`src/rtl/atp_pkg.sv`:
```
// Shared types, codes, match texts and helper functions of the AT response parser.
// Used by every module of the block; depends on nothing else.
package atp_pkg;

  localparam int FieldMax = 32;
  localparam int QDepth = 2;
  localparam int QPtrW = $clog2(QDepth);
  localparam int QCntW = $clog2(QDepth + 1);

  localparam logic [2:0] KindCpin  = 3'd0;
  localparam logic [2:0] KindCcid  = 3'd1;
  localparam logic [2:0] KindCsq   = 3'd2;
  localparam logic [2:0] KindCgatt = 3'd3;
  localparam logic [2:0] KindCstt  = 3'd4;
  localparam logic [2:0] KindCifsr = 3'd5;

  localparam logic OutChar  = 1'b0;
  localparam logic OutFinal = 1'b1;

  localparam logic [7:0] Cr    = 8'h0d;
  localparam logic [7:0] Lf    = 8'h0a;
  localparam logic [7:0] Comma = 8'h2c;
  localparam logic [7:0] Space = 8'h20;
  localparam logic [7:0] Nul   = 8'h00;
  localparam logic [7:0] Zero  = 8'h30;
  localparam logic [7:0] Nine  = 8'h39;

  localparam logic [3:0] ErrLen = 4'd9;
  localparam logic [3:0] OkLen  = 4'd6;

  localparam logic [79:0] ErrText  = {Cr, Lf, "ERROR", Cr, Lf, 8'h00};
  localparam logic [79:0] OkText   = {Cr, Lf, "OK", Cr, Lf, 32'h0};
  localparam logic [79:0] PfxCpin  = {Cr, Lf, "+CPIN: ", 8'h00};
  localparam logic [79:0] PfxCcid  = {Cr, Lf, 64'h0};
  localparam logic [79:0] PfxCsq   = {Cr, Lf, "+CSQ: ", 16'h0};
  localparam logic [79:0] PfxCgatt = {Cr, Lf, "+CGATT: "};
  localparam logic [79:0] PfxCstt  = {Cr, Lf, "+CSTT: ", 8'h00};

  typedef enum logic [3:0] {
    PhIdle,
    PhPrefix,
    PhField,
    PhExpLf,
    PhTrailer,
    PhNum1,
    PhSpace,
    PhNum2,
    PhNumG,
    PhWaitErr
  } atp_phase_e;

  typedef enum logic [1:0] {
    StOk,
    StError,
    StMalformed,
    StNoTrailer
  } atp_status_e;

  typedef struct packed {
    logic [7:0] rx_byte;
    logic       frame_start;
    logic       is_digit;
    logic       is_delim;
    logic [3:0] digit;
  } atp_item_t;

  typedef struct packed {
    logic        out_kind;
    logic [1:0]  field_number;
    logic [4:0]  char_pos;
    logic [7:0]  char_value;
    atp_status_e status;
    logic [7:0]  rssi_value;
    logic [7:0]  ber_value;
    logic [7:0]  attach_value;
  } atp_result_t;

  function automatic logic [7:0] text_char(input logic [79:0] text, input logic [3:0] pos);
    logic [7:0] c;
    c = 8'h00;
    for (int i = 0; i < 10; i++) begin
      if (pos == 4'(i)) begin
        c = text[79 - 8 * i -: 8];
      end
    end
    return c;
  endfunction

  function automatic logic [79:0] prefix_text(input logic [2:0] kind);
    logic [79:0] t;
    case (kind)
      KindCpin:  t = PfxCpin;
      KindCcid:  t = PfxCcid;
      KindCsq:   t = PfxCsq;
      KindCgatt: t = PfxCgatt;
      KindCstt:  t = PfxCstt;
      KindCifsr: t = PfxCcid;
      default:   t = '0;
    endcase
    return t;
  endfunction

  function automatic logic [3:0] prefix_len(input logic [2:0] kind);
    logic [3:0] n;
    case (kind)
      KindCpin:  n = 4'd9;
      KindCcid:  n = 4'd2;
      KindCsq:   n = 4'd8;
      KindCgatt: n = 4'd10;
      KindCstt:  n = 4'd9;
      KindCifsr: n = 4'd2;
      default:   n = 4'd0;
    endcase
    return n;
  endfunction

endpackage

```
`src/rtl/atp_front.sv`:
```
// Input side of the AT response parser: accepts bytes, classifies them and
// queues them for the parser. Depends on atp_pkg.
module atp_front import atp_pkg::*; (
  input  logic      clk_i,
  input  logic      rst_ni,
  input  logic      push,
  output logic      full,
  input  logic [7:0] rx_byte_i,
  input  logic      frame_start_i,
  output logic      item_valid_o,
  output atp_item_t item_o,
  input  logic      item_take_i
);

  atp_item_t            mem_q [QDepth];
  logic [QPtrW-1:0]     wr_ptr_q, wr_ptr_d;
  logic [QPtrW-1:0]     rd_ptr_q, rd_ptr_d;
  logic [QCntW-1:0]     count_q, count_d;
  atp_item_t            item_in;
  logic                 wr_en;
  logic                 rd_en;

  always_comb begin
    item_in.rx_byte     = rx_byte_i;
    item_in.frame_start = frame_start_i;
    item_in.is_digit    = (rx_byte_i >= Zero) && (rx_byte_i <= Nine);
    item_in.is_delim    = (rx_byte_i == Nul) || (rx_byte_i == Comma) ||
                          (rx_byte_i == Cr) || (rx_byte_i == Lf);
    item_in.digit       = 4'(rx_byte_i - Zero);
  end

  assign full         = (count_q == QCntW'(QDepth));
  assign item_valid_o = (count_q != '0);
  assign item_o       = mem_q[rd_ptr_q];
  assign wr_en        = push && !full;
  assign rd_en        = item_take_i && item_valid_o;

  always_comb begin
    wr_ptr_d = wr_ptr_q;
    rd_ptr_d = rd_ptr_q;
    count_d  = count_q;
    if (wr_en) begin
      wr_ptr_d = wr_ptr_q + 1'b1;
    end
    if (rd_en) begin
      rd_ptr_d = rd_ptr_q + 1'b1;
    end
    if (wr_en && !rd_en) begin
      count_d = count_q + 1'b1;
    end else if (!wr_en && rd_en) begin
      count_d = count_q - 1'b1;
    end
  end

  always_ff @(posedge clk_i or negedge rst_ni) begin
    if (!rst_ni) begin
      wr_ptr_q <= '0;
      rd_ptr_q <= '0;
      count_q  <= '0;
    end else begin
      wr_ptr_q <= wr_ptr_d;
      rd_ptr_q <= rd_ptr_d;
      count_q  <= count_d;
    end
  end

  always_ff @(posedge clk_i) begin
    if (wr_en) begin
      mem_q[wr_ptr_q] <= item_in;
    end
  end

endmodule

```
`src/rtl/atp_outq.sv`:
```
// Result queue of the AT response parser: holds finished results until the
// consumer takes them. Depends on atp_pkg.
module atp_outq import atp_pkg::*; (
  input  logic        clk_i,
  input  logic        rst_ni,
  input  logic        res_valid_i,
  input  atp_result_t res_i,
  output logic        full_o,
  output logic        empty_o,
  output atp_result_t res_o,
  input  logic        pop_i
);

  atp_result_t      mem_q [QDepth];
  logic [QPtrW-1:0] wr_ptr_q, wr_ptr_d;
  logic [QPtrW-1:0] rd_ptr_q, rd_ptr_d;
  logic [QCntW-1:0] count_q, count_d;
  logic             wr_en;
  logic             rd_en;

  assign full_o  = (count_q == QCntW'(QDepth));
  assign empty_o = (count_q == '0);
  assign res_o   = mem_q[rd_ptr_q];
  assign wr_en   = res_valid_i && !full_o;
  assign rd_en   = pop_i && !empty_o;

  always_comb begin
    wr_ptr_d = wr_ptr_q;
    rd_ptr_d = rd_ptr_q;
    count_d  = count_q;
    if (wr_en) begin
      wr_ptr_d = wr_ptr_q + 1'b1;
    end
    if (rd_en) begin
      rd_ptr_d = rd_ptr_q + 1'b1;
    end
    if (wr_en && !rd_en) begin
      count_d = count_q + 1'b1;
    end else if (!wr_en && rd_en) begin
      count_d = count_q - 1'b1;
    end
  end

  always_ff @(posedge clk_i or negedge rst_ni) begin
    if (!rst_ni) begin
      wr_ptr_q <= '0;
      rd_ptr_q <= '0;
      count_q  <= '0;
    end else begin
      wr_ptr_q <= wr_ptr_d;
      rd_ptr_q <= rd_ptr_d;
      count_q  <= count_d;
    end
  end

  always_ff @(posedge clk_i) begin
    if (wr_en) begin
      mem_q[wr_ptr_q] <= res_i;
    end
  end

endmodule

```
`src/rtl/atp_back.sv`:
```
// Parser core of the AT response parser: steps the response state machine one classified
// byte per cycle while the result queue has room; produces character and status results. Depends on atp_pkg.
module atp_back import atp_pkg::*; (
  input  logic        clk_i,
  input  logic        rst_ni,
  input  logic [2:0]  cfg_kind_i,
  input  logic        item_valid_i,
  input  atp_item_t   item_i,
  output logic        item_take_o,
  input  logic        res_full_i,
  output logic        res_valid_o,
  output atp_result_t res_o
);

  atp_phase_e  phase_q, phase_d;
  logic [3:0]  match_pos_q, match_pos_d;
  logic [4:0]  field_count_q, field_count_d;
  logic [1:0]  field_index_q, field_index_d;
  logic        err_ok_q, err_ok_d;
  logic [3:0]  err_pos_q, err_pos_d;
  logic [7:0]  number_acc_q, number_acc_d;
  logic [7:0]  first_number_q, first_number_d;
  logic [2:0]  kind_q, kind_d;
  logic        fail;
  logic        emit;
  logic        char_emit;
  atp_status_e emit_status;
  logic [7:0]  b;
  logic [7:0]  term;

  assign item_take_o = item_valid_i && !res_full_i;
  assign b           = item_i.rx_byte;

  always_comb begin
    phase_d        = phase_q;
    match_pos_d    = match_pos_q;
    field_count_d  = field_count_q;
    field_index_d  = field_index_q;
    err_ok_d       = err_ok_q;
    err_pos_d      = err_pos_q;
    number_acc_d   = number_acc_q;
    first_number_d = first_number_q;
    kind_d         = kind_q;
    fail           = 1'b0;
    emit           = 1'b0;
    char_emit      = 1'b0;
    emit_status    = StMalformed;
    term           = Cr;
    res_o          = '0;

    if (item_take_o && (item_i.frame_start || phase_q != PhIdle)) begin
      if (item_i.frame_start) begin
        phase_d        = PhPrefix;
        match_pos_d    = '0;
        field_count_d  = '0;
        field_index_d  = '0;
        err_ok_d       = 1'b1;
        err_pos_d      = '0;
        number_acc_d   = '0;
        first_number_d = '0;
        kind_d         = cfg_kind_i;
      end

      if (err_ok_d) begin
        if (err_pos_d < ErrLen && b == text_char(ErrText, err_pos_d)) begin
          err_pos_d = err_pos_d + 1'b1;
          if (err_pos_d == ErrLen) begin
            emit        = 1'b1;
            emit_status = StError;
          end
        end else begin
          err_ok_d = 1'b0;
        end
      end

      if (!emit) begin
        if (phase_d == PhWaitErr) begin
          if (!err_ok_d) begin
            emit        = 1'b1;
            emit_status = StMalformed;
          end
        end else begin
          case (phase_d)
            PhPrefix: begin
              if (kind_d > KindCifsr || match_pos_d >= prefix_len(kind_d) ||
                  b != text_char(prefix_text(kind_d), match_pos_d)) begin
                fail = 1'b1;
              end else begin
                match_pos_d = match_pos_d + 1'b1;
                if (match_pos_d == prefix_len(kind_d)) begin
                  match_pos_d  = '0;
                  number_acc_d = '0;
                  if (kind_d == KindCsq) begin
                    phase_d = PhNum1;
                  end else if (kind_d == KindCgatt) begin
                    phase_d = PhNumG;
                  end else begin
                    phase_d       = PhField;
                    field_index_d = '0;
                    field_count_d = '0;
                  end
                end
              end
            end
            PhField: begin
              term = (kind_d == KindCstt && field_index_d < 2'd2) ? Comma : Cr;
              if (!item_i.is_delim && field_count_d < 5'(FieldMax - 1)) begin
                char_emit          = 1'b1;
                res_o.out_kind     = OutChar;
                res_o.field_number = field_index_d;
                res_o.char_pos     = field_count_d;
                res_o.char_value   = b;
                field_count_d      = field_count_d + 1'b1;
              end else if (b != term) begin
                fail = 1'b1;
              end else if (term == Comma) begin
                field_index_d = field_index_d + 1'b1;
                field_count_d = '0;
              end else begin
                phase_d = PhExpLf;
              end
            end
            PhExpLf: begin
              if (b != Lf) begin
                fail = 1'b1;
              end else if (kind_d == KindCstt || kind_d == KindCifsr) begin
                emit        = 1'b1;
                emit_status = StNoTrailer;
              end else begin
                phase_d     = PhTrailer;
                match_pos_d = '0;
              end
            end
            PhTrailer: begin
              if (match_pos_d >= OkLen || b != text_char(OkText, match_pos_d)) begin
                fail = 1'b1;
              end else begin
                match_pos_d = match_pos_d + 1'b1;
                if (match_pos_d == OkLen) begin
                  emit        = 1'b1;
                  emit_status = StOk;
                end
              end
            end
            PhNum1: begin
              if (item_i.is_digit) begin
                number_acc_d = 8'(number_acc_d * 8'd10 + {4'h0, item_i.digit});
              end else if (b != Comma) begin
                fail = 1'b1;
              end else begin
                first_number_d = number_acc_d;
                number_acc_d   = '0;
                phase_d        = PhSpace;
              end
            end
            PhSpace, PhNum2: begin
              if (phase_d == PhSpace && b == Space) begin
                phase_d = PhNum2;
              end else if (item_i.is_digit) begin
                phase_d      = PhNum2;
                number_acc_d = 8'(number_acc_d * 8'd10 + {4'h0, item_i.digit});
              end else if (b != Cr) begin
                fail = 1'b1;
              end else begin
                phase_d = PhExpLf;
              end
            end
            PhNumG: begin
              if (item_i.is_digit) begin
                number_acc_d = 8'(number_acc_d * 8'd10 + {4'h0, item_i.digit});
              end else begin
                emit        = 1'b1;
                emit_status = StNoTrailer;
              end
            end
            default: begin
              fail = 1'b1;
            end
          endcase

          if (fail) begin
            if (err_ok_d) begin
              phase_d = PhWaitErr;
            end else begin
              emit        = 1'b1;
              emit_status = StMalformed;
            end
          end
        end
      end

      if (emit) begin
        phase_d        = PhIdle;
        res_o          = '0;
        res_o.out_kind = OutFinal;
        res_o.status   = emit_status;
        if (emit_status == StOk || emit_status == StNoTrailer) begin
          if (kind_d == KindCsq) begin
            res_o.rssi_value = first_number_d;
            res_o.ber_value  = number_acc_d;
          end else if (kind_d == KindCgatt) begin
            res_o.attach_value = number_acc_d;
          end
        end
      end
    end
  end

  assign res_valid_o = emit || char_emit;

  always_ff @(posedge clk_i or negedge rst_ni) begin
    if (!rst_ni) begin
      phase_q        <= PhIdle;
      match_pos_q    <= '0;
      field_count_q  <= '0;
      field_index_q  <= '0;
      err_ok_q       <= 1'b1;
      err_pos_q      <= '0;
      number_acc_q   <= '0;
      first_number_q <= '0;
      kind_q         <= KindCpin;
    end else begin
      phase_q        <= phase_d;
      match_pos_q    <= match_pos_d;
      field_count_q  <= field_count_d;
      field_index_q  <= field_index_d;
      err_ok_q       <= err_ok_d;
      err_pos_q      <= err_pos_d;
      number_acc_q   <= number_acc_d;
      first_number_q <= first_number_d;
      kind_q         <= kind_d;
    end
  end

endmodule

```
`src/rtl/at_response_parser_core.sv`:
```
// An accepted byte is written into the input queue; the parser state machine reads it
// from there and writes any result into the result queue, whose head drives the ports.
// Throughput: one byte per cycle, set by the parser state machine stepping one byte
// per cycle while the result queue has room; a two-entry queue per side absorbs stalls.
// Reset: rst_ni is asynchronous and active low; it empties both queues, returns the
// parser to idle and clears the response kind register to zero.
// Depends on atp_pkg, atp_front, atp_back and atp_outq.
module at_response_parser_core import atp_pkg::*; (
  input  logic       clk_i,
  input  logic       rst_ni,
  input  logic       cfg_valid_i,
  output logic       cfg_ready_o,
  input  logic [2:0] expected_response_i,
  input  logic       push,
  output logic       full,
  input  logic [7:0] rx_byte_i,
  input  logic       frame_start_i,
  output logic       empty,
  input  logic       pop,
  output logic       out_kind_o,
  output logic [1:0] field_number_o,
  output logic [4:0] char_pos_o,
  output logic [7:0] char_value_o,
  output logic [1:0] status_o,
  output logic [7:0] rssi_value_o,
  output logic [7:0] ber_value_o,
  output logic [7:0] attach_value_o
);

  logic [2:0]  expected_response_q;
  logic        item_valid;
  atp_item_t   item;
  logic        item_take;
  logic        res_full;
  logic        res_valid;
  atp_result_t res_in;
  atp_result_t res_head;

  assign cfg_ready_o = 1'b1;

  always_ff @(posedge clk_i or negedge rst_ni) begin
    if (!rst_ni) begin
      expected_response_q <= KindCpin;
    end else if (cfg_valid_i && cfg_ready_o) begin
      expected_response_q <= expected_response_i;
    end
  end

  atp_front u_front (
    .clk_i         (clk_i),
    .rst_ni        (rst_ni),
    .push          (push),
    .full          (full),
    .rx_byte_i     (rx_byte_i),
    .frame_start_i (frame_start_i),
    .item_valid_o  (item_valid),
    .item_o        (item),
    .item_take_i   (item_take)
  );

  atp_back u_back (
    .clk_i        (clk_i),
    .rst_ni       (rst_ni),
    .cfg_kind_i   (expected_response_q),
    .item_valid_i (item_valid),
    .item_i       (item),
    .item_take_o  (item_take),
    .res_full_i   (res_full),
    .res_valid_o  (res_valid),
    .res_o        (res_in)
  );

  atp_outq u_outq (
    .clk_i       (clk_i),
    .rst_ni      (rst_ni),
    .res_valid_i (res_valid),
    .res_i       (res_in),
    .full_o      (res_full),
    .empty_o     (empty),
    .res_o       (res_head),
    .pop_i       (pop)
  );

  assign out_kind_o     = res_head.out_kind;
  assign field_number_o = res_head.field_number;
  assign char_pos_o     = res_head.char_pos;
  assign char_value_o   = res_head.char_value;
  assign status_o       = res_head.status;
  assign rssi_value_o   = res_head.rssi_value;
  assign ber_value_o    = res_head.ber_value;
  assign attach_value_o = res_head.attach_value;

endmodule

```
`config.mk`:
```
export PLATFORM = sky130hd
export DESIGN_NAME = at_response_parser_core
export DESIGN_NICKNAME = d
export VERILOG_FILES = /design/src/rtl/atp_pkg.sv /design/src/rtl/atp_front.sv /design/src/rtl/atp_outq.sv /design/src/rtl/atp_back.sv /design/src/rtl/at_response_parser_core.sv
export SDC_FILE = /design/constraint.sdc
export NUM_CORES = 1
export LEC_CHECK = 0
export BUFFER_PORTS_ARGS = -buffer_cell sky130_fd_sc_hd__buf_2
export CAP_MARGIN = 20
export CELL_PAD_IN_SITES_DETAIL_PLACEMENT = 1
export CELL_PAD_IN_SITES_GLOBAL_PLACEMENT = 1
export CORE_MARGIN = 5
export CORE_UTILIZATION = 43
export CTS_BUF_LIST = sky130_fd_sc_hd__clkbuf_4
export DETAILED_ROUTE_END_ITERATION = 8
export PLACE_DENSITY = 0.78
export SYNTH_ARGS = -nofsm -noshare
export SYNTH_HDL_FRONTEND = slang
export SYNTH_SLANG_ARGS = --single-unit
export TNS_END_PERCENT = 30
```
`constraint.sdc`:
```
create_clock -name clk_i -period 11.2 [get_ports clk_i]
set_input_delay 1.12 -clock clk_i [delete_from_list [all_inputs] [get_ports clk_i]]
set_output_delay 1.12 -clock clk_i [all_outputs]
set_load 0.005 [all_outputs]
```
# After elaboration in Yosys (flattened, before gate mapping)
# Memories as Yosys holds them, arrays and structs flattened.
# Cells that the tools add are included.
[classes] n_mul=1 add_sub_neg=14 eq_ne=50 reduce_logical=46 muxes=205 order_cmp=8
[ops] op="76-bit case mux with 5 select lines" count=1
[ops] op="8-bit two-way mux" count=37
[ops] op="4-bit two-way mux" count=48
[ops] op="7-bit two-way mux" count=16
[ops] op="42-bit two-way mux" count=2
[ops] op="16-bit two-way mux" count=4
[ops] op="2-bit two-way mux" count=29
[ops] op="5-bit two-way mux" count=11
[ops] op="4-bit by 3-bit equality test with 1-bit output, second input constant" count=13
[ops] op="1-bit two-way mux" count=43
[ops] op="8-bit case mux with 4 select lines" count=1
[ops] op="4-bit equality test, second input constant" count=7
[ops] op="4-bit by 2-bit equality test with 1-bit output, second input constant" count=6
[ops] op="8-bit by 6-bit equality test with 1-bit output, second input constant" count=3
[ops] op="24-bit two-way mux" count=1
[ops] op="8-bit != test" count=3
[ops] op="4-bit case mux with 5 select lines" count=1
[ops] op="8-bit by 4-bit equality test with 1-bit output, second input constant" count=2
[ops] op="8-bit by 4-bit != test with 1-bit output, second input constant" count=2
[ops] op="4-bit case mux with 4 select lines" count=1
[ops] op="1-bit logical AND" count=15
[ops] op="15-bit two-way mux" count=1
[ops] op="4-bit by 1-bit equality test with 1-bit output, second input constant" count=3
[ops] op="4-bit case mux with 3 select lines" count=1
[ops] op="other kinds (39)" count=73
[word_totals] ram_bits=114 regBits=50 word_cells=342 n_memories=2
[mem_list] name="u_outq.mem_q" words=2 width=42 rd=1 rd_ports_with_merged_regs=0 write_ports=1 line="atp_outq.sv:14" rtl="atp_result_t mem_q [QDepth];"
[mem_list] name="u_front.mem_q" words=2 width=15 rd=1 rd_ports_with_merged_regs=0 write_ports=1 line="atp_front.sv:15" rtl="atp_item_t mem_q [QDepth];"

# Longest topological paths before layout
# Gate-level depths: netlist (run 1).
[depth] word_depth=44 mapped_depth=24

# Hierarchy
# A second synthesis (run 1) with hierarchy kept.
[unflattened] hier_cells=909 area_unflattened_um2=9806.9
[by_module_without_submodules] module="atp_back" seq_area_each_um2=977.2 cells_each=683 area_per_inst_um2=5151.2 n_inst=1
[by_module_without_submodules] module="atp_outq" seq_area_each_um2=2622.5 cells_each=150 area_per_inst_um2=3429.5 n_inst=1
[by_module_without_submodules] module="atp_front" seq_area_each_um2=760.7 cells_each=68 area_per_inst_um2=1106.1 n_inst=1
[by_module_without_submodules] module="at_response_parser_core" seq_area_each_um2=75.1 cells_each=8 area_per_inst_um2=120.1 n_inst=1

# Worst setup path before layout (run 1)
# No wires, ideal clock.
[synth_timing] path_type="reg2reg" start="register u_front.rd_ptr_q" end="memory u_outq.mem_q[0][0] in the netlist's numbering, enable pin" arrival_ps=6409 path_buffers=7 path_stages_with_launch=21 setup_ps=455 path_slack_ps=4335 path_cell_list="dfrtp_1 -> mux2i_1 -> buf_4 -> buf_6 -> buf_4 -> clkbuf_1 -> clkbuf_1 -> clkbuf_1 -> nand2_1 -> ha_1 -> clkbuf_1 -> a21oi_1 -> nor2_1 -> a2111oi_0 -> o32ai_1 -> and4b_1 -> a41oi_1 -> a211oi_2 -> o21ai_1 -> nand3_1 -> a21oi_1"
[synth_between] elab_chain_cells=36 word_cells_on_any_way=172 classes_between="2 x add/sub; 6 x order compare; 42 x eq/ne; 102 x mux; 19 x reduce/logical; 1 x memory"
[synth_lines] item="start, declared" line="atp_front.sv:17" rtl="logic [QPtrW-1:0] rd_ptr_q, rd_ptr_d;"
[synth_lines] item="start signal, assigned" line="atp_front.sv:62" rtl="rd_ptr_q <= rd_ptr_d;"
[synth_lines] item="memory 2 x 15 bit (*)"
[synth_lines] item="3-bit two-way mux" line="atp_back.sv:52" rtl="if (item_i.frame_start) begin"
[synth_lines] item="3-bit two-way mux" line="atp_back.sv:51" rtl="if (item_take_o && (item_i.frame_start || phase_q != PhIdle)) begin"
[synth_lines] item="3-bit by 1-bit equality test with 1-bit output or 3-bit equality test (tied branches)" line="atp_pkg.sv:91, atp_pkg.sv:105, atp_back.sv:126"
[synth_lines] item="2-bit OR reduction (no source line)"
[synth_lines] item="76-bit case mux with 5 select lines" line="atp_pkg.sv:91" rtl="case (kind)"
[synth_lines] item="4-bit two-way mux" line="atp_pkg.sv:82" rtl="if (pos == 4'(i)) begin"
[synth_lines] item="8-bit two-way mux (9 in a row)" line="atp_pkg.sv:82"
[synth_lines] item="(+11 left out)"
[synth_lines] item="1-bit two-way mux" line="atp_back.sv:181" rtl="if (fail) begin"
[synth_lines] item="1-bit two-way mux" line="atp_back.sv:77" rtl="if (phase_d == PhWaitErr) begin"
[synth_lines] item="1-bit two-way mux" line="atp_back.sv:76" rtl="if (!emit) begin"
[synth_lines] item="1-bit two-way mux (2 in a row)" line="atp_back.sv:51"
[synth_lines] item="1-bit logical OR (*)" line="atp_back.sv:209" rtl="assign res_valid_o = emit || char_emit;"
[synth_lines] item="1-bit logical AND (*)" line="atp_outq.sv:24" rtl="assign wr_en = res_valid_i && !full_o;"
[synth_lines] item="1-bit two-way mux (*)" line="atp_outq.sv:57" rtl="if (wr_en) begin"
[synth_lines] item="1-bit two-way mux (not written as such) (*)" line="atp_outq.sv:58" rtl="mem_q[wr_ptr_q] <= res_i;"
[synth_lines] item="end, declared" line="atp_outq.sv:14"
# Every way passes the cells marked *; elsewhere a longest branch is shown, timed or not. The select of a mux whose other input is x is not followed.

# Worst setup path in the final report (run 1)
[layout_timing] start="register u_front.rd_ptr_q" end="register u_outq.count_q[1]"
[layout_between] elab_chain_cells=37 word_cells_on_any_way=175 classes_between="2 x add/sub; 6 x order compare; 42 x eq/ne; 101 x mux; 23 x reduce/logical; 1 x memory"
[layout_lines] item="memory 2 x 15 bit (*)"
[layout_lines] item="3-bit two-way mux" line="atp_back.sv:52"
[layout_lines] item="3-bit two-way mux" line="atp_back.sv:51"
[layout_lines] item="3-bit by 1-bit equality test with 1-bit output or 3-bit equality test (tied branches)" line="atp_pkg.sv:91, atp_pkg.sv:105, atp_back.sv:126"
[layout_lines] item="2-bit OR reduction (no source line)"
[layout_lines] item="76-bit case mux with 5 select lines" line="atp_pkg.sv:91"
[layout_lines] item="4-bit two-way mux" line="atp_pkg.sv:82"
[layout_lines] item="8-bit two-way mux (9 in a row)" line="atp_pkg.sv:82"
[layout_lines] item="(+13 left out)"
[layout_lines] item="1-bit two-way mux" line="atp_back.sv:76"
[layout_lines] item="1-bit two-way mux (2 in a row)" line="atp_back.sv:51"
[layout_lines] item="1-bit logical OR (*)" line="atp_back.sv:209"
[layout_lines] item="1-bit logical AND (*)" line="atp_outq.sv:24"
[layout_lines] item="net u_outq.wr_en" line="atp_outq.sv:18" rtl="logic wr_en;"
[layout_lines] item="1-bit logical NOT" line="atp_outq.sv:39" rtl="end else if (!wr_en && rd_en) begin"
[layout_lines] item="1-bit logical AND" line="atp_outq.sv:39"
[layout_lines] item="2-bit nonzero test (no source line)"
[layout_lines] item="end signal, assigned" line="atp_outq.sv:52" rtl="count_q <= count_d;"
[layout_lines] item="end, declared" line="atp_outq.sv:17" rtl="logic [QCntW-1:0] count_q, count_d;"
# The timed path passes the listed nets; every way through them passes the cells marked *. The select of a mux whose other input is x is not followed.
# A chain may end at the register's enable or synchronous reset.

==> flow_metrics.env, run 1 <==
export IMPL_status="finished, final reports clean"
export IMPL_skew_ns=0.0377
export IMPL_post_synth_cell_area_avg_um2=10.1
export IMPL_cts_tree="built"
export IMPL_clkLatencyLatePin_ns=0.61
export IMPL_cts_buffers=17
export IMPL_grt_start_max_net_pins=60
export IMPL_critPathArrivalTime_ns=6.51
export IMPL_setup_viol=0
export IMPL_synth_cell_types=83
export IMPL_ant_nets=0
export IMPL_max_freq_ghz=0.167
export IMPL_final_cell_mix="edfxtp_1 (106), nor2_1 (87), nand2_1 (70)"
export IMPL_power_per_cell_area_mw_per_mm2=231
export IMPL_drt_iter0_markers=666
export IMPL_clk_path_buf_depth=2
export IMPL_fin_crit_sh_pct=53.5
export IMPL_rsz0062_at_grt="false"
export IMPL_cp_max_fo=36
export IMPL_grt_overflow=0
export IMPL_cp_start_kind="flop"
export IMPL_final_util_pct=47.1
export IMPL_initial_core_util_pct=43.4
export IMPL_crit_required_ns=11.71
export IMPL_via_per_inst=6.31
export IMPL_fin_total_pwr_mw=2.45
export IMPL_nFillCells=2542
export IMPL_cts_resized=0
export IMPL_cts_root_buf="clkbuf_4"
export IMPL_die_h_um=161
export IMPL_leakage_nw=3.97
export IMPL_placed_cell_area_mm2=0.0103
export IMPL_ios=62
export IMPL_layout_setup_ws_ns=5.21
export IMPL_tightest_slew_ns=1.07
export IMPL_grt_pass1_vias=8476
export IMPL_final_common_cell="edfxtp_1"
export IMPL_ys_seq_area_share_pct=45.3
export IMPL_cts_setup_buffers=0
export IMPL_fin_area_mm2=0.0106
export IMPL_drc=0
export IMPL_htree_levels=4
export IMPL_grt_use_total_pct=22.8
export IMPL_syn_num_nets=1019
export IMPL_finalMaxSlewViolations=0
export IMPL_synthesis_area_mm2=0.00980
export IMPL_finalSetupTns_ns=0
export IMPL_hold_class="flop to flop"
export IMPL_die_x_um=161
export IMPL_placement_rows=55
export IMPL_placed_cells=1280
export IMPL_core_mm2=0.0226
export IMPL_criticalPathCategory="flop to flop"
export IMPL_cp_end_kind="flop"
export IMPL_die_area_mm2=0.0259
export IMPL_num_vias=8291
export IMPL_cts_hold_buf=0
export IMPL_async_reset_ff_share_pct=32.1
export IMPL_area_growth_pct=8.52
export IMPL_min_period_ns=5.99
export IMPL_yosys_warnings=0
export IMPL_grt_pass1_wl_mm=47.1
export IMPL_clkSinkCount=156
export IMPL_max_vdd_ir_drop_uv=136
export IMPL_drt_first_pass_iters=7
export IMPL_synth_main_ff_cell="edfxtp_1"
export IMPL_routabilityCongestion=0.982
export IMPL_wl_per_cell_um=22.7
export IMPL_hold_viol=0
export IMPL_dp_slack_ns=5.39
export IMPL_fin_cells=1314
export IMPL_dp_hpwl_mm=21.8
export IMPL_synth_edff_count=106
export IMPL_drive_gt1_share_pct=17.9
export IMPL_port_buffers=60
export IMPL_wl_mm=29.8
export IMPL_max_slew_margin_pct=26.6
export IMPL_max_cap_violations=0
export IMPL_final_nets=1058
export IMPL_ys_ff_latch=156
export IMPL_synth_cells=975
export IMPL_holdWs_ns=0.500
export IMPL_clk_pin_slew_ns=0.16
export IMPL_antenna_found_initial=2
==> kinds of logic after synthesis <==
family                   Yosys count  synth area share (%)
AND/OR/NAND/NOR                  344                  17.8
AO/OA/AOI/OAI                    264                  18.9
flip-flops                       156                  45.3
buffers and inverters             86                  3.88
multiplexers                      72                  8.30
adder cells (fa/ha/maj)           27                  3.60
XOR/XNOR                          25                  2.23
other                              1                0.0383
==> synth_stat cells, drive strengths merged (9+ instances only) <==
cell type / n / share of area, %
o21ai: 47 / 2.4
a21oi: 62 / 3.2
nor2: 88 / 3.4
mux2: 51 / 5.9
inv: 35 / 1.3
xnor2: 20 / 1.8
nand2b: 19 / 1.2
a21o: 9 / 0.69
dfrtp: 49 / 13
and3: 12 / 0.77
nor4: 14 / 1.0
edfxtp: 106 / 32
and2: 12 / 0.77
nand3: 28 / 1.4
o211ai: 21 / 1.6
a31oi: 16 / 1.2
buf: 14 / 1.1
nand2: 70 / 2.7
nor3: 37 / 1.9
nor2b: 14 / 0.89
ha: 25 / 3.2
o31ai: 9 / 0.69
mux2i: 21 / 2.4
clkbuf: 37 / 1.4
==> area by class of cell <==
type / count / area [um^2] / area share, %
clock inverter: 15 / 175 / 1.65
antenna: 2 / 5.00 / 0.0471
tap: 285 / 357 / 3.35
multi-input combinational: 733 / 5020 / 47.2
sequential: 156 / 4440 / 41.7
inverter: 35 / 131 / 1.24
timing repair buffer: 71 / 383 / 3.60
clock buffer: 17 / 128 / 1.20
==> sequential cells by signal, indices dropped and copies added, names as in the netlist, 2 cells and up <==
name                   count
u_outq.mem_q              84
u_front.mem_q             22
u_back.first_number_q      8
u_back.number_acc_q        8
u_back.field_count_q       5
u_back.err_pos_q           4
u_back.match_pos_q         4
u_back.phase_q             4
expected_response_q        3
u_back.kind_q              3
u_back.field_index_q       2
u_front.count_q            2
u_outq.count_q             2
==> per-layer routing <==
layer | vias to the layer above | GRT usage [%] | wire (um)
li1 | 3791 | - | -
met1 | 4153 | 31.6 | 13400
met2 | 281 | 36.0 | 13600
met3 | 66 | 4.31 | 2020
met4 | 0 | 8.03 | 828
met5 | - | 0 | 0
==> path summary, 6_finish.rpt <==
kind	startpoint	end	slack, ns	cells past startpoint
max in group asynchronous	rst_ni	u_outq.rd_ptr_q	10.02	2
setup reg to reg	u_front.rd_ptr_q	u_outq.count_q[1]	5.21	18
min in group asynchronous	rst_ni	u_back.first_number_q[0]	0.65	2
hold reg to reg	u_back.number_acc_q[1]	u_back.number_acc_q[1]	0.50	1
setup / recovery	u_front.rd_ptr_q	u_outq.count_q[1]	5.21	18
hold / removal	u_back.number_acc_q[1]	u_back.number_acc_q[1]	0.50	1
==> critical path: stages (launching register included) <==
cell and delay [ns]:
dfrtp_1 0.44, mux2i_4 0.71, buf_4 0.52, nand2_1 0.21, inv_1 0.13, ha_1 0.41, a21oi_1 0.16, nor4_1 0.26
a221oi_1 0.09, a31o_2 0.24, nor3_1 0.31, nand3_1 0.42, and4_1 0.43, a21oi_1 0.48, o21ai_1 0.34, ha_1 0.29
xor2_1 0.15, nor2_1 0.15, xnor2_1 0.16
==> power breakdown <==
part           switching (mW)  internal [mW]  total (mW)  leakage [nW]
sequential              0.133          0.803       0.936          1.66
combinational           0.731          0.430        1.16          2.15
clock                   0.251          0.103       0.355         0.157
total                    1.12           1.34        2.45          3.97
(Power assumes the default switching activity.)
==> run 2, diff against run 1 <==
clock period = 6 ns   (was 11.2 ns; I/O delays follow)
==> run 2 against run 1 <==
Effect of this change:
- first-iteration DRC count decreased by 1.2%
- clock power increased by 86%
- critical endpoint is now u_outq.mem_q[0][28]
- power rose by 87%
==> flow_metrics.env, run 2 (synthesis gave the netlist of run 1 again) <==
export IMPL_seq_power_share_pct=38.2
export IMPL_p_int_mw=2.51
export IMPL_largest_reg_flops=84
export IMPL_placed_cell_area_mm2=0.0104
export IMPL_fin_cells=1320
export IMPL_critPathSlowestCell="mux2i_4"
export IMPL_clk_path_buf_depth=2
export IMPL_layout_setup_ws_ns=0.754
export IMPL_hold_viol=0
export IMPL_grt_start_max_net_pins=51
export IMPL_met1_length_mm=13.5
export IMPL_multi_input_area_mm2=0.00502
export IMPL_setup_viol=0
export IMPL_finalMaxSlewViolations=0
export IMPL_initial_core_util_pct=43.4
export IMPL_drt_first_pass_iters=5
export IMPL_tightest_slew_ns=1.06
export IMPL_final_util_pct=47.4
export IMPL_grt_pass1_wl_mm=46.4
export IMPL_path_cells="mux2i_4 -> nand2_1 -> inv_1 -> ha_1 -> nand3_1 -> mux2i_1 -> a21oi_1 -> nand2_1 -> a41oi_1 -> a211oi_2 -> buf_4 -> o21ai_1 -> nand3_1 -> a21oi_4 -> buf_4"
export IMPL_routabilityCongestion=0.943
export IMPL_cp_start_kind="flop"
export IMPL_clkLatencyLatePin_ns=0.57
export IMPL_status="finished, final reports clean"
export IMPL_wl_met3_mm=1.80
export IMPL_htree_levels=4
export IMPL_clkSinkCount=156
export IMPL_grt_overflow=0
export IMPL_cts_buffers=17
export IMPL_clk_pin_slew_ns=0.16
export IMPL_reg_top3="u_outq.mem_q x84, u_front.mem_q x22"
export IMPL_die_h_um=161
export IMPL_cp_end_kind="flop"
export IMPL_wl_met2_mm=14.0
export IMPL_cts_hold_buf=0
export IMPL_max_cap_violations=0
export IMPL_cpLargestDelayFamily="compound AO/OA/AOI/OAI gates"
export IMPL_fin_total_pwr_mw=4.58
export IMPL_fin_area_mm2=0.0107
export IMPL_wl_per_cell_um=22.5
export IMPL_area_growth_pct=9.05
export IMPL_grt_pass1_vias=8270
export IMPL_cts_resized=0
export IMPL_leakage_nw=4.01
export IMPL_dp_slack_ns=0.885
export IMPL_die_area_mm2=0.0259
export IMPL_final_cell_mix="edfxtp_1 (106), nor2_1 (87), nand2_1 (70)"
export IMPL_placed_cells=1287
export IMPL_criticalPathCategory="flop to flop"
export IMPL_p_sw_share_pct=45.2
export IMPL_final_common_cell="edfxtp_1"
export IMPL_cts_setup_buffers=0
export IMPL_path_buf_inv=3
export IMPL_nFillCells=2573
export IMPL_core_mm2=0.0226
export IMPL_num_vias=8243
export IMPL_hold_class="input port to async pin"
export IMPL_wl_mm=29.7
export IMPL_die_x_um=161
export IMPL_fin_crit_sh_pct=87.4
export IMPL_cp_max_fo=42
export IMPL_drive_gt1_share_pct=18.5
export IMPL_regMostFlops="u_outq.mem_q"
export IMPL_ios=62
export IMPL_dp_hpwl_mm=21.8
export IMPL_placement_rows=55
export IMPL_top_layer_used="met4"
export IMPL_port_buffers=60
export IMPL_skew_ns=0.0327
export IMPL_max_vdd_ir_drop_uv=307
export IMPL_cts_root_buf="clkbuf_4"
export IMPL_drt_iter0_markers=658
export IMPL_crit_required_ns=6.21
export IMPL_switchingPower_mw=2.07
export IMPL_rsz0062_at_grt="false"
export IMPL_drc=0
export IMPL_critPathArrivalTime_ns=5.46
export IMPL_final_nets=1065
export IMPL_clkPwrFrac_pct=14.5
export IMPL_antenna_found_initial=1
export IMPL_max_slew_margin_pct=29.1
export IMPL_cts_tree="built"
export IMPL_ant_nets=0
export IMPL_min_period_ns=5.25
export IMPL_via_per_inst=6.24
export IMPL_power_per_cell_area_mw_per_mm2=429
export IMPL_register_area_mm2=0.00444
export IMPL_grt_use_total_pct=22.4
export IMPL_max_freq_ghz=0.191
export IMPL_max_stage_delay_ns=0.56
export IMPL_p_comb_share_pct=47.4
[run 2: cell types whose count changed in the layout (fill, tap and decap cells not counted), sizes merged]
cell and change:
buf +7, clkinv -1, diode -1, inv +1
[run 2: metal layers]
layer | up-vias | global-route usage [%]
li1 | 3804 | -
met1 | 4095 | 31.7
met2 | 307 | 36.6
met3 | 37 | 3.65
met4 | 0 | 4.81
met5 | - | 0
[run 2: power by group through the flow]
stage | clock network, mW | registers (mW) | logic (mW)
floorplan | 0 | 1.61 | 1.55
global placement | 0 | 1.75 | 2.11
detailed placement | 0 | 1.78 | 2.15
CTS | 0.681 | 1.75 | 2.17
global route | 0.721 | 1.79 | 2.34
finish | 0.662 | 1.75 | 2.17
[run 2: worst register-to-register path, cell delays in order (launching register included)]
cell and delay [ns]:
dfrtp_1 0.44, mux2i_4 0.56, nand2_1 0.26, inv_1 0.14, ha_1 0.50, nand3_1 0.43
mux2i_1 0.22, a21oi_1 0.25, nand2_1 0.09, a41oi_1 0.33, a211oi_2 0.11, buf_4 0.19
o21ai_1 0.41, nand3_1 0.28, a21oi_4 0.17, buf_4 0.49
[run 2: worst paths after layout]
| check | startpoint | to | slack [ns] | depth (start not counted) |
|---|---|---|---|---|
| worst max-delay path | u_front.rd_ptr_q | u_outq.mem_q[0][28] | 0.75 | 15 |
| worst min-delay path | rst_ni | u_back.number_acc_q[5] | 0.17 | 2 |
| worst max register to register | u_front.rd_ptr_q | u_outq.mem_q[0][28] | 0.75 | 15 |
| worst min register to register | u_back.number_acc_q[1] | u_back.number_acc_q[1] | 0.51 | 1 |
| max in group asynchronous | rst_ni | u_outq.rd_ptr_q | 5.32 | 2 |
| min in group clk_i | frame_start_i | u_front.mem_q[0][6] | 0.24 | 1 |
[run 2: area by class of cell]
cell class              instances  share of cell area (%)
multi-input cells             733                    47.0
flip-flops and latches        156                    41.5
repair buffers                 78                    4.07
well taps                     285                    3.34
clock inverters                15                    1.66
inverters                      35                    1.23
clock buffers                  17                    1.19
diodes                          1                  0.0234
[run 2: stage by stage]
step / hold slack [ns] / setup TNS (ns)
global route: 0.177 / 0
finish: 0.169 / 0
floorplan: 0.304 / -6.45
global placement: 0.465 / 0
detailed placement: 0.477 / 0
CTS: 0.134 / 0
